File: config.mk
export PLATFORM = sky130hd
export DESIGN_NAME = pfra_ctrl
export DESIGN_NICKNAME = d
export VERILOG_FILES = /design/src/rtl/core/pfra_pkg.sv /design/src/rtl/core/pfra_ctrl.sv
export SDC_FILE = /design/constraint.sdc
export NUM_CORES = 1
export LEC_CHECK = 0
export ABC_AREA = 0
export BUFFER_PORTS_ARGS = -buffer_cell sky130_fd_sc_hd__buf_2
export CORE_MARGIN = 1.5
export CORE_UTILIZATION = 58
export CTS_CLUSTER_DIAMETER = 150
export DETAILED_ROUTE_END_ITERATION = 8
export PLACE_DENSITY = 0.82
export REMOVE_ABC_BUFFERS = 1
export SLEW_MARGIN = 30
export SYNTH_ARGS = -nofsm -noshare
export SYNTH_HDL_FRONTEND = slang
export SYNTH_SLANG_ARGS = --single-unit
export TNS_END_PERCENT = 10
File: constraint.sdc
create_clock -name clk -period 5.2 [get_ports clk]
set_input_delay 0.26 -clock clk [delete_from_list [all_inputs] [get_ports clk]]
set_output_delay 0.26 -clock clk [all_outputs]
set_load 0.01 [all_outputs]
File: src/rtl/core/pfra_pkg.sv
package pfra_pkg;

  localparam int ADDR_W = 25;
  localparam int CNT_W  = 8;

  // Physical base of the counted region and the count that marks a page used
  localparam logic [ADDR_W-1:0] BASE_ADDR  = 25'h010_0000;
  localparam logic [12:0]       BASE_PAGE  = BASE_ADDR[24:12];
  localparam logic [CNT_W-1:0]  USED_COUNT = 8'd100;
  localparam logic [CNT_W-1:0]  MAX_COUNT  = 8'd255;

  localparam logic [2:0] CMD_ALLOC   = 3'd0;
  localparam logic [2:0] CMD_FREE    = 3'd1;
  localparam logic [2:0] CMD_ADD_REF = 3'd2;
  localparam logic [2:0] CMD_QUERY   = 3'd3;
  localparam logic [2:0] CMD_INIT    = 3'd4;

  localparam logic [2:0] STS_OK           = 3'd0;
  localparam logic [2:0] STS_OOM          = 3'd1;
  localparam logic [2:0] STS_NONEXIST     = 3'd2;
  localparam logic [2:0] STS_ALREADY_FREE = 3'd3;
  localparam logic [2:0] STS_IGNORED_LOW  = 3'd4;
  localparam logic [2:0] STS_SATURATED    = 3'd5;

  localparam logic REG_USABLE_START = 1'b0;
  localparam logic REG_MEMORY_END   = 1'b1;

  typedef struct packed {
    logic [2:0]        command;
    logic [ADDR_W-1:0] page_addr;
  } req_t;

  typedef struct packed {
    logic [ADDR_W-1:0] result_addr;
    logic [CNT_W-1:0]  ref_count;
    logic [2:0]        status;
  } rsp_t;

  typedef struct packed {
    logic [ADDR_W-1:0] usable_start;
    logic [ADDR_W-1:0] memory_end;
  } cfg_t;

endpackage

File: src/rtl/core/pfra_ctrl.sv
module pfra_ctrl #(
  parameter int NUM_PAGES = 4096
) (
  input  logic                         clk,
  input  logic                         rst,
  input  logic                         start,
  input  pfra_pkg::req_t               request,
  input  pfra_pkg::cfg_t               cfg,
  output logic                         busy,
  output logic                         done,
  output pfra_pkg::rsp_t               result,
  output logic [$clog2(NUM_PAGES)-1:0] ram_rd_addr,
  input  logic [pfra_pkg::CNT_W-1:0]   ram_rd_data,
  output logic                         ram_wr_en,
  output logic [$clog2(NUM_PAGES)-1:0] ram_wr_addr,
  output logic [pfra_pkg::CNT_W-1:0]   ram_wr_data
);

  localparam int IDX_W = $clog2(NUM_PAGES);
  localparam int CW    = (IDX_W + 1 > 13) ? IDX_W + 1 : 13;
  localparam int SW    = (IDX_W + 2 > 16) ? IDX_W + 2 : 16;

  localparam logic [IDX_W-1:0]     LAST_IDX = IDX_W'(NUM_PAGES - 1);
  localparam logic [IDX_W:0]       NP_U     = (IDX_W + 1)'(NUM_PAGES);
  localparam logic [CW-1:0]        NP_C     = CW'(NUM_PAGES);
  localparam logic signed [SW-1:0] NP_S     = SW'(NUM_PAGES);

  localparam logic [2:0] S_IDLE   = 3'd0;
  localparam logic [2:0] S_SWEEP  = 3'd1;
  localparam logic [2:0] S_PREP_A = 3'd2;
  localparam logic [2:0] S_PREP_B = 3'd3;
  localparam logic [2:0] S_SCAN   = 3'd4;
  localparam logic [2:0] S_RD     = 3'd5;
  localparam logic [2:0] S_EXEC   = 3'd6;

  logic [2:0]              state;
  logic [2:0]              cmd_q;
  logic [IDX_W-1:0]        pidx_q;
  logic [IDX_W-1:0]        sweep_idx;
  logic                    report;
  logic [IDX_W:0]          lo;
  logic [IDX_W:0]          hi;
  logic signed [SW-1:0]    first_q;
  logic [12:0]             n_q;
  logic [IDX_W-1:0]        scan_idx;
  logic                    pend_v;
  logic                    pend_last;
  logic [IDX_W-1:0]        pend_idx;

  logic [12:0]             pidx13;
  logic [CW-1:0]           pidx_ext;
  logic                    is_low;
  logic                    beyond;
  logic                    above_end;
  logic signed [25:0]      us_diff;
  logic signed [25:0]      first_full;
  logic [24:0]             me_diff;
  logic [12:0]             n_val;
  logic signed [SW-1:0]    end_s;
  logic [IDX_W:0]          lo_c;
  logic [IDX_W:0]          hi_c;
  logic                    in_range;
  logic                    found;

  // Address decode for the single-page commands
  assign pidx13    = request.page_addr[24:12] - pfra_pkg::BASE_PAGE;
  assign pidx_ext  = CW'(pidx13);
  assign is_low    = request.page_addr < pfra_pkg::BASE_ADDR;
  assign beyond    = pidx_ext >= NP_C;
  assign above_end = request.page_addr >= cfg.memory_end;

  // Init window: first page is floor((start - base) / 4 KiB), may be negative
  assign us_diff    = $signed({1'b0, cfg.usable_start}) - $signed({1'b0, pfra_pkg::BASE_ADDR});
  assign first_full = us_diff >>> 12;
  assign me_diff    = cfg.memory_end - cfg.usable_start;
  assign n_val      = (cfg.memory_end > cfg.usable_start) ? me_diff[24:12] : 13'd0;
  assign end_s      = first_q + $signed(SW'({1'b0, n_q}));

  always_comb begin
    if (first_q < 0) begin
      lo_c = '0;
    end else if (first_q >= NP_S) begin
      lo_c = NP_U;
    end else begin
      lo_c = first_q[IDX_W:0];
    end
    if (end_s <= 0) begin
      hi_c = '0;
    end else if (end_s >= NP_S) begin
      hi_c = NP_U;
    end else begin
      hi_c = end_s[IDX_W:0];
    end
  end

  assign in_range = ({1'b0, sweep_idx} >= lo) && ({1'b0, sweep_idx} < hi);
  assign found    = pend_v && (ram_rd_data == '0);
  assign busy     = state != S_IDLE;

  // Single memory port pair: reads from the scan or the addressed page
  always_comb begin
    ram_rd_addr = (state == S_RD) ? pidx_q : scan_idx;
    ram_wr_en   = 1'b0;
    ram_wr_addr = sweep_idx;
    ram_wr_data = in_range ? '0 : pfra_pkg::USED_COUNT;
    unique case (state)
      S_SWEEP: begin
        ram_wr_en = 1'b1;
      end
      S_SCAN: begin
        ram_wr_en   = found;
        ram_wr_addr = pend_idx;
        ram_wr_data = pfra_pkg::CNT_W'(1);
      end
      S_EXEC: begin
        ram_wr_addr = pidx_q;
        if (cmd_q == pfra_pkg::CMD_FREE) begin
          ram_wr_en   = ram_rd_data != '0;
          ram_wr_data = ram_rd_data - pfra_pkg::CNT_W'(1);
        end else begin
          ram_wr_en   = (cmd_q == pfra_pkg::CMD_ADD_REF) &&
                        (ram_rd_data != pfra_pkg::MAX_COUNT);
          ram_wr_data = ram_rd_data + pfra_pkg::CNT_W'(1);
        end
      end
      default: begin
        ram_wr_en = 1'b0;
      end
    endcase
  end

  always_ff @(posedge clk) begin
    if (rst) begin
      state     <= S_SWEEP;
      sweep_idx <= '0;
      lo        <= '0;
      hi        <= '0;
      report    <= 1'b0;
      done      <= 1'b0;
      pend_v    <= 1'b0;
    end else begin
      done <= 1'b0;
      unique case (state)
        S_IDLE: begin
          if (start) begin
            cmd_q <= request.command;
            result <= '0;
            case (request.command) inside
              pfra_pkg::CMD_ALLOC: begin
                scan_idx <= LAST_IDX;
                pend_v   <= 1'b0;
                state    <= S_SCAN;
              end
              pfra_pkg::CMD_FREE, pfra_pkg::CMD_ADD_REF, pfra_pkg::CMD_QUERY: begin
                pidx_q <= pidx_ext[IDX_W-1:0];
                if (is_low) begin
                  done          <= 1'b1;
                  result.status <= pfra_pkg::STS_IGNORED_LOW;
                end else if (beyond ||
                             ((request.command == pfra_pkg::CMD_FREE) && above_end)) begin
                  done          <= 1'b1;
                  result.status <= pfra_pkg::STS_NONEXIST;
                end else begin
                  state <= S_RD;
                end
              end
              pfra_pkg::CMD_INIT: begin
                state <= S_PREP_A;
              end
              default: begin
                done <= 1'b1;
              end
            endcase
          end
        end
        S_PREP_A: begin
          first_q <= SW'(first_full);
          n_q     <= n_val;
          state   <= S_PREP_B;
        end
        S_PREP_B: begin
          lo        <= lo_c;
          hi        <= hi_c;
          sweep_idx <= '0;
          report    <= 1'b1;
          state     <= S_SWEEP;
        end
        S_SWEEP: begin
          sweep_idx <= sweep_idx + IDX_W'(1);
          if (sweep_idx == LAST_IDX) begin
            state  <= S_IDLE;
            report <= 1'b0;
            if (report) begin
              done   <= 1'b1;
              result <= '0;
            end
          end
        end
        S_SCAN: begin
          if (found) begin
            done               <= 1'b1;
            result.result_addr <= pfra_pkg::BASE_ADDR + (pfra_pkg::ADDR_W'(pend_idx) << 12);
            result.ref_count   <= pfra_pkg::CNT_W'(1);
            result.status      <= pfra_pkg::STS_OK;
            pend_v             <= 1'b0;
            state              <= S_IDLE;
          end else if (pend_v && pend_last) begin
            done          <= 1'b1;
            result.status <= pfra_pkg::STS_OOM;
            pend_v        <= 1'b0;
            state         <= S_IDLE;
          end else begin
            // read issued this cycle is judged next cycle
            pend_v    <= 1'b1;
            pend_idx  <= scan_idx;
            pend_last <= scan_idx == '0;
            scan_idx  <= scan_idx - IDX_W'(1);
          end
        end
        S_RD: begin
          state <= S_EXEC;
        end
        S_EXEC: begin
          done  <= 1'b1;
          state <= S_IDLE;
          case (cmd_q) inside
            pfra_pkg::CMD_FREE: begin
              if (ram_rd_data == '0) begin
                result.status <= pfra_pkg::STS_ALREADY_FREE;
              end else begin
                result.ref_count <= ram_rd_data - pfra_pkg::CNT_W'(1);
              end
            end
            pfra_pkg::CMD_ADD_REF: begin
              if (ram_rd_data == pfra_pkg::MAX_COUNT) begin
                result.ref_count <= pfra_pkg::MAX_COUNT;
                result.status    <= pfra_pkg::STS_SATURATED;
              end else begin
                result.ref_count <= ram_rd_data + pfra_pkg::CNT_W'(1);
              end
            end
            default: begin
              result.ref_count <= ram_rd_data;
            end
          endcase
        end
        default: begin
          state <= S_IDLE;
        end
      endcase
    end
  end

endmodule

==> results of run 1 <==
-- where the power goes --
part / total [mW] / switching (mW) / leakage (nW) / internal (mW)
Clock: 1.33 / 0.477 / 0.309 / 0.855
Combinational: 0.323 / 0.187 / 3.10 / 0.136
Sequential: 1.15 / 0.00353 / 1.16 / 1.14
-- final cells by class --
| cell class | instances | area [um^2] | area share |
|---|---|---|---|
| Inverter | 93 | 349 | 0.0321 |
| Tap cell | 216 | 270 | 0.0248 |
| Multi-Input combinational cell | 749 | 5230 | 0.480 |
| Sequential cell | 135 | 3610 | 0.332 |
| Clock inverter | 14 | 221 | 0.0203 |
| Timing Repair Buffer | 153 | 781 | 0.0717 |
| Clock buffer | 18 | 429 | 0.0394 |
-- stage by stage --
| stage | hold WS (ps) | total power [mW] | instance area, um^2 |
|---|---|---|---|
| 2_1_floorplan | 329 | 1.37 | 9170 |
| 3_3_place_gp | 459 | 1.47 | 10200 |
| 3_5_place_dp | 459 | 1.48 | 10200 |
| 4_1_cts | 26.6 | 2.80 | 10900 |
| 5_1_grt | 30.2 | 2.89 | 10900 |
| 6_report | 33.1 | 2.80 | 10900 |
-- cells in the mapped netlist, drive strengths merged (5+ instances only) --
cell type	count
a211oi	10
a21o	26
a21oi	66
a22o	26
a31oi	5
and2	17
and3	7
buf	19
clkbuf	27
dfxtp	44
edfxtp	91
ha	94
inv	93
mux2	15
mux2i	13
nand2	76
nand2b	11
nand3	34
nand4	11
nor2	84
nor3	33
nor3b	5
nor4	7
nor4b	5
o211ai	10
o21a	10
o21ai	58
or3	12
xnor2	22
xor2	15
-- final timing paths --
path                      to  slack [ps]  cells past startpoint
setup reg to reg       hi[2]        2320                      9
setup / recovery       hi[2]        2320                      9
hold reg to reg        hi[0]         480                      1
hold / removal    first_q[3]          30                      1
-- worst max-delay path, stage by stage, from the launching register on --
cell and delay [ps]:
edfxtp_1 430, ha_1 270, fa_1 460, a211oi_2 230, o21bai_1 130, a21oi_1 250, nor3_1 90, nor4b_1 410
and4bb_4 310, a22o_1 180
-- layer usage --
metal | track usage | vias up | share of wire
met1 | 0.345 | 3835 | 0.41
met5 | 0 | - | 0
met4 | 0.125 | 0 | 0.031
li1 | - | 3939 | -
met2 | 0.480 | 351 | 0.49
met3 | 0.0504 | 57 | 0.068
-- cells by family after synthesis --
logic type | Yosys count | synth area share
AOI/OAI and AO/OA | 253 | 0.181
DFF | 135 | 0.386
muxes | 28 | 0.0319
adders and majority gates | 95 | 0.128
other | 1 | 0.000401
buffers and inverters | 139 | 0.0625
and+or+nand+nor | 324 | 0.176
xor gates and xnor gates | 37 | 0.0346
-- registers in the layout, summed over array words and instances, names as in the netlist --
register / count
state: 3
first_q: 14
hi: 13
pend_v: 1
report: 1
done: 1
pend_last: 1
result: 24
scan_idx: 12
n_q: 13
sweep_idx: 12
pidx_q: 12
lo: 13
cmd_q: 3
pend_idx: 12
==> flow_metrics.tcl, run 1 <==
set metrics [dict create \
    cts_setup_buffers 0 \
    diodes 0 \
    antenna_found_initial 0 \
    final_common_cell "buf_2" \
    power_density_nw_per_um2 257 \
    period_minus_slack_ps 2880 \
    cp.arrival_ps 3190 \
    startpoint_type "flop" \
    syn_area_um2 9360 \
    place_congestion 0.933 \
    cts_buffers 17 \
    start_util 0.591 \
    hp-start "cfg[40]" \
    viasPerCell 5.94 \
    hp-class "in -> reg" \
    insertion_delay_ps 420 \
    crit_path_end_kind "flop" \
    final_cells 1378 \
    drtIter0Drc 611 \
    dieArea_um2 16900 \
    final_nets 1333 \
    rows 46 \
    worst_pin_slew_ps 926 \
    fillers 1201 \
    cap_violations 0 \
    routed_wirelength_um 23100 \
    cts_sinks 135 \
    grt_pass1_wl_um 37100 \
    cts_resized 0 \
    synth_cell_types 81 \
    chipHeight_um 130 \
    synthCells 1012 \
    dp_cells 1346 \
    grt.overflow.total 0 \
    tns_ps 0 \
    cts.path.max_buffers 2 \
    fin_ws_ps 2320 \
    place_ws_ps 2290 \
    synth_top_area_share 0.292 \
    cts_tree "done" \
    final_layout_size_suffix_gt1_frac 0.189 \
    core-area_um2 15800 \
    pin_count 160 \
    fmax_mhz 347 \
    ant_nets 0 \
    area_growth_pct 16.3 \
    clk_pin_slew_ps 60 \
    cts_root_buf "clkbuf_16" \
    portBuffers 147 \
    finalMaxSlewViolations 0 \
    crit_start "first_q[0]" \
    hold_viol_final 0 \
    synth_area_leaders "edfxtp_1 29%, ha_1 13%, dfxtp_1 9.4%" \
    hpwl_um 17300 \
    synth_edf_count 91 \
    ys_ff_latch 135 \
    grt_pass1_vias 7788 \
    max_slew_margin 0.381 \
    drt_pass1_iterations 5 \
    die_x_um 130 \
    timing.rr.start "first_q[0]" \
    crit_required_ps 5510 \
    rsz0062_at_grt "false" \
    yosysTopAreaCell "edfxtp_1" \
    final_util 0.688 \
    grt.total_usage 0.280 \
    peakVddDrop_uv 214 \
    htreeDepth 4 \
    yosysSeqAreaShare 0.386 \
    async_flop_share 0 \
    outcome "completed" \
    wire_per_inst_um 16.8 \
    ys_warn_count 0 \
    crit_type "reg -> reg" \
    p_leak_nw 4.57 \
    finalSetupViolations 0 \
    drc_errors 0 \
    clock_skew_ps 8.58 \
    synth.avg_cell_area_um2 9.25 \
    vias 8182 \
    layout_common_cells "147 x buf_2, 94 x ha_1, 93 x inv_1, 91 x edfxtp_1, 82 x nor2_1" \
    yosys_most_used_dff "edfxtp_1" \
    cts_hold_buf 0 \
    grt_max_degree 42 \
    period_share 0.554 \
    critPathMaxFanout 12 \
]
(Power assumes the default switching activity.)
==> inputs of run 2 (changes only) <==
==> constraint.sdc (replaced) <==
create_clock -name clk -period 3 [get_ports clk]
set_input_delay 0.15 -clock clk [delete_from_list [all_inputs] [get_ports clk]]
set_output_delay 0.15 -clock clk [all_outputs]
set_load 0.01 [all_outputs]
==> run 2 against run 1 <==
Sequential share of layout area down 0.51 points; critical path depth is the same; die area unchanged; largest cell class unchanged; highest routed layer unchanged.
==> flow_metrics.tcl, run 2 (synthesis results as in run 1) <==
set metrics [dict create \
    outcome "completed" \
    chipHeight_um 130 \
    critical_path_depth 9 \
    core-area_um2 15800 \
    wire_per_inst_um 16.5 \
    place_congestion 0.930 \
    layout_common_cells "147 x buf_2, 94 x ha_1, 93 x inv_1, 91 x edfxtp_1, 84 x nor2_1" \
    hold_depth 2 \
    antenna_found_initial 0 \
    largest-register "result" \
    dieArea_um2 16900 \
    r2r_end "hi[0]" \
    clk_pin_slew_ps 60 \
    start_util 0.591 \
    cts.path.max_buffers 2 \
    crit_path_end_kind "flop" \
    cts_setup_buffers 0 \
    rsz0062_at_grt "false" \
    drc_errors 0 \
    rr_worst_depth 9 \
    power_density_nw_per_um2 418 \
    finalSetupViolations 0 \
    hpwl_um 17400 \
    pin_count 160 \
    htreeDepth 4 \
    period_minus_slack_ps 2770 \
    rows 46 \
    total_power_mw 4.62 \
    grt_max_degree 28 \
    tns_ps 0 \
    dp_cells 1355 \
    ff2ff_setup_slack_ps 230 \
    cp.arrival_ps 3080 \
    grt.overflow.total 0 \
    timing.rr.start "first_q[0]" \
    cts_root_buf "clkbuf_16" \
    reg_top3 "result: 24 flops, first_q: 14 flops" \
    viasPerCell 5.94 \
    final_common_cell "buf_2" \
    max_slew_margin 0.570 \
    final_nets 1361 \
    critPathMaxFanout 12 \
    worst_pin_slew_ps 645 \
    grt_pass1_vias 7907 \
    grt.total_usage 0.282 \
    finalMaxSlewViolations 0 \
    hp-start "cfg[49]" \
    crit_path_end "hi[0]" \
    cts_buffers 17 \
    cts_tree "done" \
    p_leak_nw 4.66 \
    crit_type "reg -> reg" \
    largest_reg_flops 24 \
    routed_wirelength_um 23100 \
    peakVddDrop_uv 432 \
    hold_ws_ps 27.1 \
    crit_start "first_q[0]" \
    cts_sinks 135 \
    drt_pass1_iterations 5 \
    insertion_delay_ps 430 \
    crit_required_ps 3320 \
    hold_viol_final 0 \
    drtIter0Drc 722 \
    ant_nets 0 \
    area_growth_pct 18.2 \
    hp-class "in -> reg" \
    cp_top_family "compound AO/OA/AOI/OAI gates" \
    die_x_um 130 \
    slowest_delay_ps 440 \
    startpoint_type "flop" \
    diodes 0 \
    fillers 1184 \
    cp_slowest_cell "fa_1" \
    vias 8356 \
    final_cells 1406 \
    grt_pass1_wl_um 37300 \
    final_layout_size_suffix_gt1_frac 0.191 \
    period_share 0.922 \
    portBuffers 147 \
    cap_violations 0 \
    clock_skew_ps 6.87 \
    fmax_mhz 361 \
    crit_chain "ha_1, fa_1, a211oi_2, o21bai_1, a21oi_1, nor3_1, nor4b_1, and4bb_4, a22o_1" \
    cp_num_buf_inv 0 \
]
-- run 2: cell types whose count changed in the layout (fill, tap and decap cells not counted), sizes merged --
cell,delta
dlygate4sd3,+19
buf,+9
bufinv,-3
clkinv,+2
clkbuf,-1
clkinvlp,+1
inv,+1
-- run 2: worst min path at each step --
stage                              to  slack, ps
after floorplan                report        220
after global placement     first_q[4]        340
after detailed placement   first_q[4]        350
after CTS                 first_q[12]         10
after global routing      first_q[12]         30
final                     first_q[12]         30
-- run 2: worst reg2reg max path, cell delays in order (launching register included) --
cell	delay (ps)
edfxtp_1	400
ha_1	260
fa_1	440
a211oi_2	210
o21bai_1	140
a21oi_1	250
nor3_1	90
nor4b_1	370
and4bb_4	300
a22o_1	190
-- run 2: area by class of cell --
type	count	area (um^2)	share of cell area
tap	216	270	0.0244
clock buffer	17	425	0.0385
inverter	93	349	0.0316
clock inverter	15	150	0.0136
sequential	135	3610	0.327
multi-input combinational	749	5220	0.471
timing repair buffer	181	1040	0.0939
-- run 2: layer usage --
layer / up-vias / wire length [um] / global-route usage
met5: - / 0 / 0
li1: 4009 / - / -
met2: 400 / 11000 / 0.466
met3: 72 / 1470 / 0.0504
met1: 3875 / 9720 / 0.351
met4: 0 / 979 / 0.154
-- run 2: what timing repair did --
item / 4_1_cts / 5_1_grt
setup endpoints to repair: 0 / 3
hold buffers: 19 / 0
resized for setup: 0 / 1
endpoints found under the hold margin: 19 / 0
-- run 2: per-stage QoR --
step | instance area, um^2 | setup WS [ps] | utilization
after floorplan | 9170 | -1500 | -
after global placement | 10300 | 378 | 0.651
after detailed placement | 10300 | 254 | 0.651
after CTS | 11100 | 125 | 0.699
after global routing | 11100 | 39.9 | 0.699
final | 11100 | 233 | 0.699
-- run 2: where the power goes --
part | total (mW) | internal, mW | switching, mW
logic | 0.577 | 0.254 | 0.323
clock network | 2.06 | 1.22 | 0.833
registers | 1.99 | 1.98 | 0.00646
==> inputs of run 3 (changes only) <==
--- a/config.mk
+++ b/config.mk
@@ -7,11 +7,14 @@
 export LEC_CHECK = 0
 export ABC_AREA = 0
 export BUFFER_PORTS_ARGS = -buffer_cell sky130_fd_sc_hd__buf_2
+export CELL_PAD_IN_SITES_DETAIL_PLACEMENT = 1
+export CELL_PAD_IN_SITES_GLOBAL_PLACEMENT = 1
+export CORE_ASPECT_RATIO = 2
 export CORE_MARGIN = 1.5
-export CORE_UTILIZATION = 58
+export CORE_UTILIZATION = 44
 export CTS_CLUSTER_DIAMETER = 150
 export DETAILED_ROUTE_END_ITERATION = 8
-export PLACE_DENSITY = 0.82
+export PLACE_DENSITY_LB_ADDON = 0.1
 export REMOVE_ABC_BUFFERS = 1
 export SLEW_MARGIN = 30
 export SYNTH_ARGS = -nofsm -noshare
==> run 3 against run 2 <==
Clock skew increased by 2.8 ps; maximum frequency decreased by 0.38%; critical path depth increased by 2; wire length increased by 22%; register-to-register slack improved by 30 ps; global-route usage decreased by 1.8 points; sequential share of layout area decreased by 0.34 points; highest routed layer unchanged; largest power group is now sequential cells; total power decreased by 1.8%.
==> flow_metrics.tcl, run 3 (synthesis results as in run 1) <==
set metrics [dict create \
    hold_viol_final 0 \
    drc_errors 0 \
    crit_required_ps 2850 \
    rr_worst_depth 9 \
    regArea_um2 3610 \
    rsz0062_at_grt "false" \
    crit_type "reg -> out" \
    drtIter0Drc 290 \
    antenna_found_initial 0 \
    hold_ws_ps 31.1 \
    chipHeight_um 209 \
    cts_sinks 135 \
    hpwl_um 22900 \
    peakVddDrop_uv 409 \
    cap_violations 0 \
    outcome "completed" \
    clk_pin_slew_ps 60 \
    place_ws_ps 286 \
    grt.overflow.total 0 \
    insertion_delay_ps 440 \
    reg_top3 "result: 24 flops, first_q: 14 flops" \
    critPathMaxFanout 4 \
    start_util 0.447 \
    fmax_mhz 360 \
    wire_per_inst_um 19.2 \
    period_share 0.926 \
    finalMaxSlewViolations 0 \
    ant_nets 0 \
    diodes 0 \
    place_congestion 0.878 \
    dieArea_um2 22200 \
    multi_input_area_um2 5220 \
    drt_pass1_iterations 4 \
    cts.path.max_buffers 2 \
    area_growth_pct 19.4 \
    grt_pass1_wl_um 44700 \
    rows 75 \
    grt_pass1_vias 9102 \
    startpoint_type "flop" \
    grt.total_usage 0.264 \
    worst_pin_slew_ps 623 \
    max_slew_margin 0.583 \
    die_x_um 106 \
    core-area_um2 20900 \
    largest-register "result" \
    pin_count 160 \
    grt_max_degree 28 \
    cp.arrival_ps 2630 \
    p_leak_nw 4.70 \
    final_common_cell "buf_2" \
    vias 8259 \
    finalSetupViolations 0 \
    crit_path_end_kind "output port" \
    final_util 0.534 \
    power_density_nw_per_um2 406 \
    cts_root_buf "clkbuf_16" \
    routed_wirelength_um 28200 \
    layout_common_cells "147 x buf_2, 94 x ha_1, 93 x inv_1, 91 x edfxtp_1, 84 x nor2_1" \
    cts_tree "done" \
    fin_ws_ps 222 \
    fillers 2535 \
    portBuffers 147 \
    hp-class "in -> reg" \
    hold_depth 2 \
    htreeDepth 4 \
    cts_setup_buffers 0 \
    period_minus_slack_ps 2780 \
    cts_buffers 17 \
    final_nets 1372 \
    largest_reg_flops 24 \
    clock_skew_ps 9.70 \
    final_layout_size_suffix_gt1_frac 0.198 \
    viasPerCell 5.62 \
    total_power_mw 4.54 \
]
-- run 3: cell count changes in the layout (fill, tap and decap cells not counted), sizes merged --
cell,before,now
buf,162,173
inv,97,93
clkinv,6,9
clkbuf,17,19
bufinv,2,1
-- run 3: through the flow --
stage | cells | instance area, um^2 | TNS, ps
6_report | 1470 | 11200 | 0
5_1_grt | 1470 | 11200 | 0
4_1_cts | 1470 | 11200 | 0
3_5_place_dp | 1419 | 10400 | 0
3_3_place_gp | 1419 | 10400 | 0
2_1_floorplan | 977 | 9170 | -42950
-- run 3: cell type report --
class / count / area share
tap: 269 / 0.0301
clock inverter: 13 / 0.00974
timing repair buffer: 192 / 0.100
multi-input combinational: 749 / 0.467
clock buffer: 19 / 0.0387
inverter: 93 / 0.0312
sequential: 135 / 0.323
-- run 3: worst paths after layout --
| kind | from | endpoint | slack (ps) |
|---|---|---|---|
| max | sweep_idx[0] | ram_wr_data[2] | 220 |
| min reg2reg | lo[10] | lo[10] | 480 |
| max reg2reg | first_q[0] | hi[3] | 260 |
| min | cfg[49] | first_q[12] | 30 |
-- run 3: what timing repair did --
item                                    CTS  global route
endpoints found under the setup margin    0             1
gates resized for setup                   0             1
hold endpoints to repair                 19             0
hold buffers                             19             0
-- run 3: critical path, stage by stage, from the launching register on --
cell	delay, ps
dfxtp_1	340
buf_4	140
inv_1	70
ha_1	280
nand2b_1	140
a21o_1	170
a21o_1	160
a21o_1	180
a21o_1	230
a21o_1	220
o211ai_1	90
buf_2	160
-- run 3: per-layer routing --
layer	wire length [um]	up-vias	share of wire	global-route usage
met5	0	-	0	0
met4	1970	0	0.070	0.185
met3	748	90	0.027	0.0335
met2	16200	213	0.58	0.535
met1	9210	3935	0.33	0.225
li1	-	4021	-	-
-- run 3: power breakdown --
part | switching [mW] | leakage [nW] | internal [mW]
logic | 0.350 | 3.28 | 0.262
registers | 0.00202 | 1.16 | 1.98
clock network | 0.814 | 0.262 | 1.13
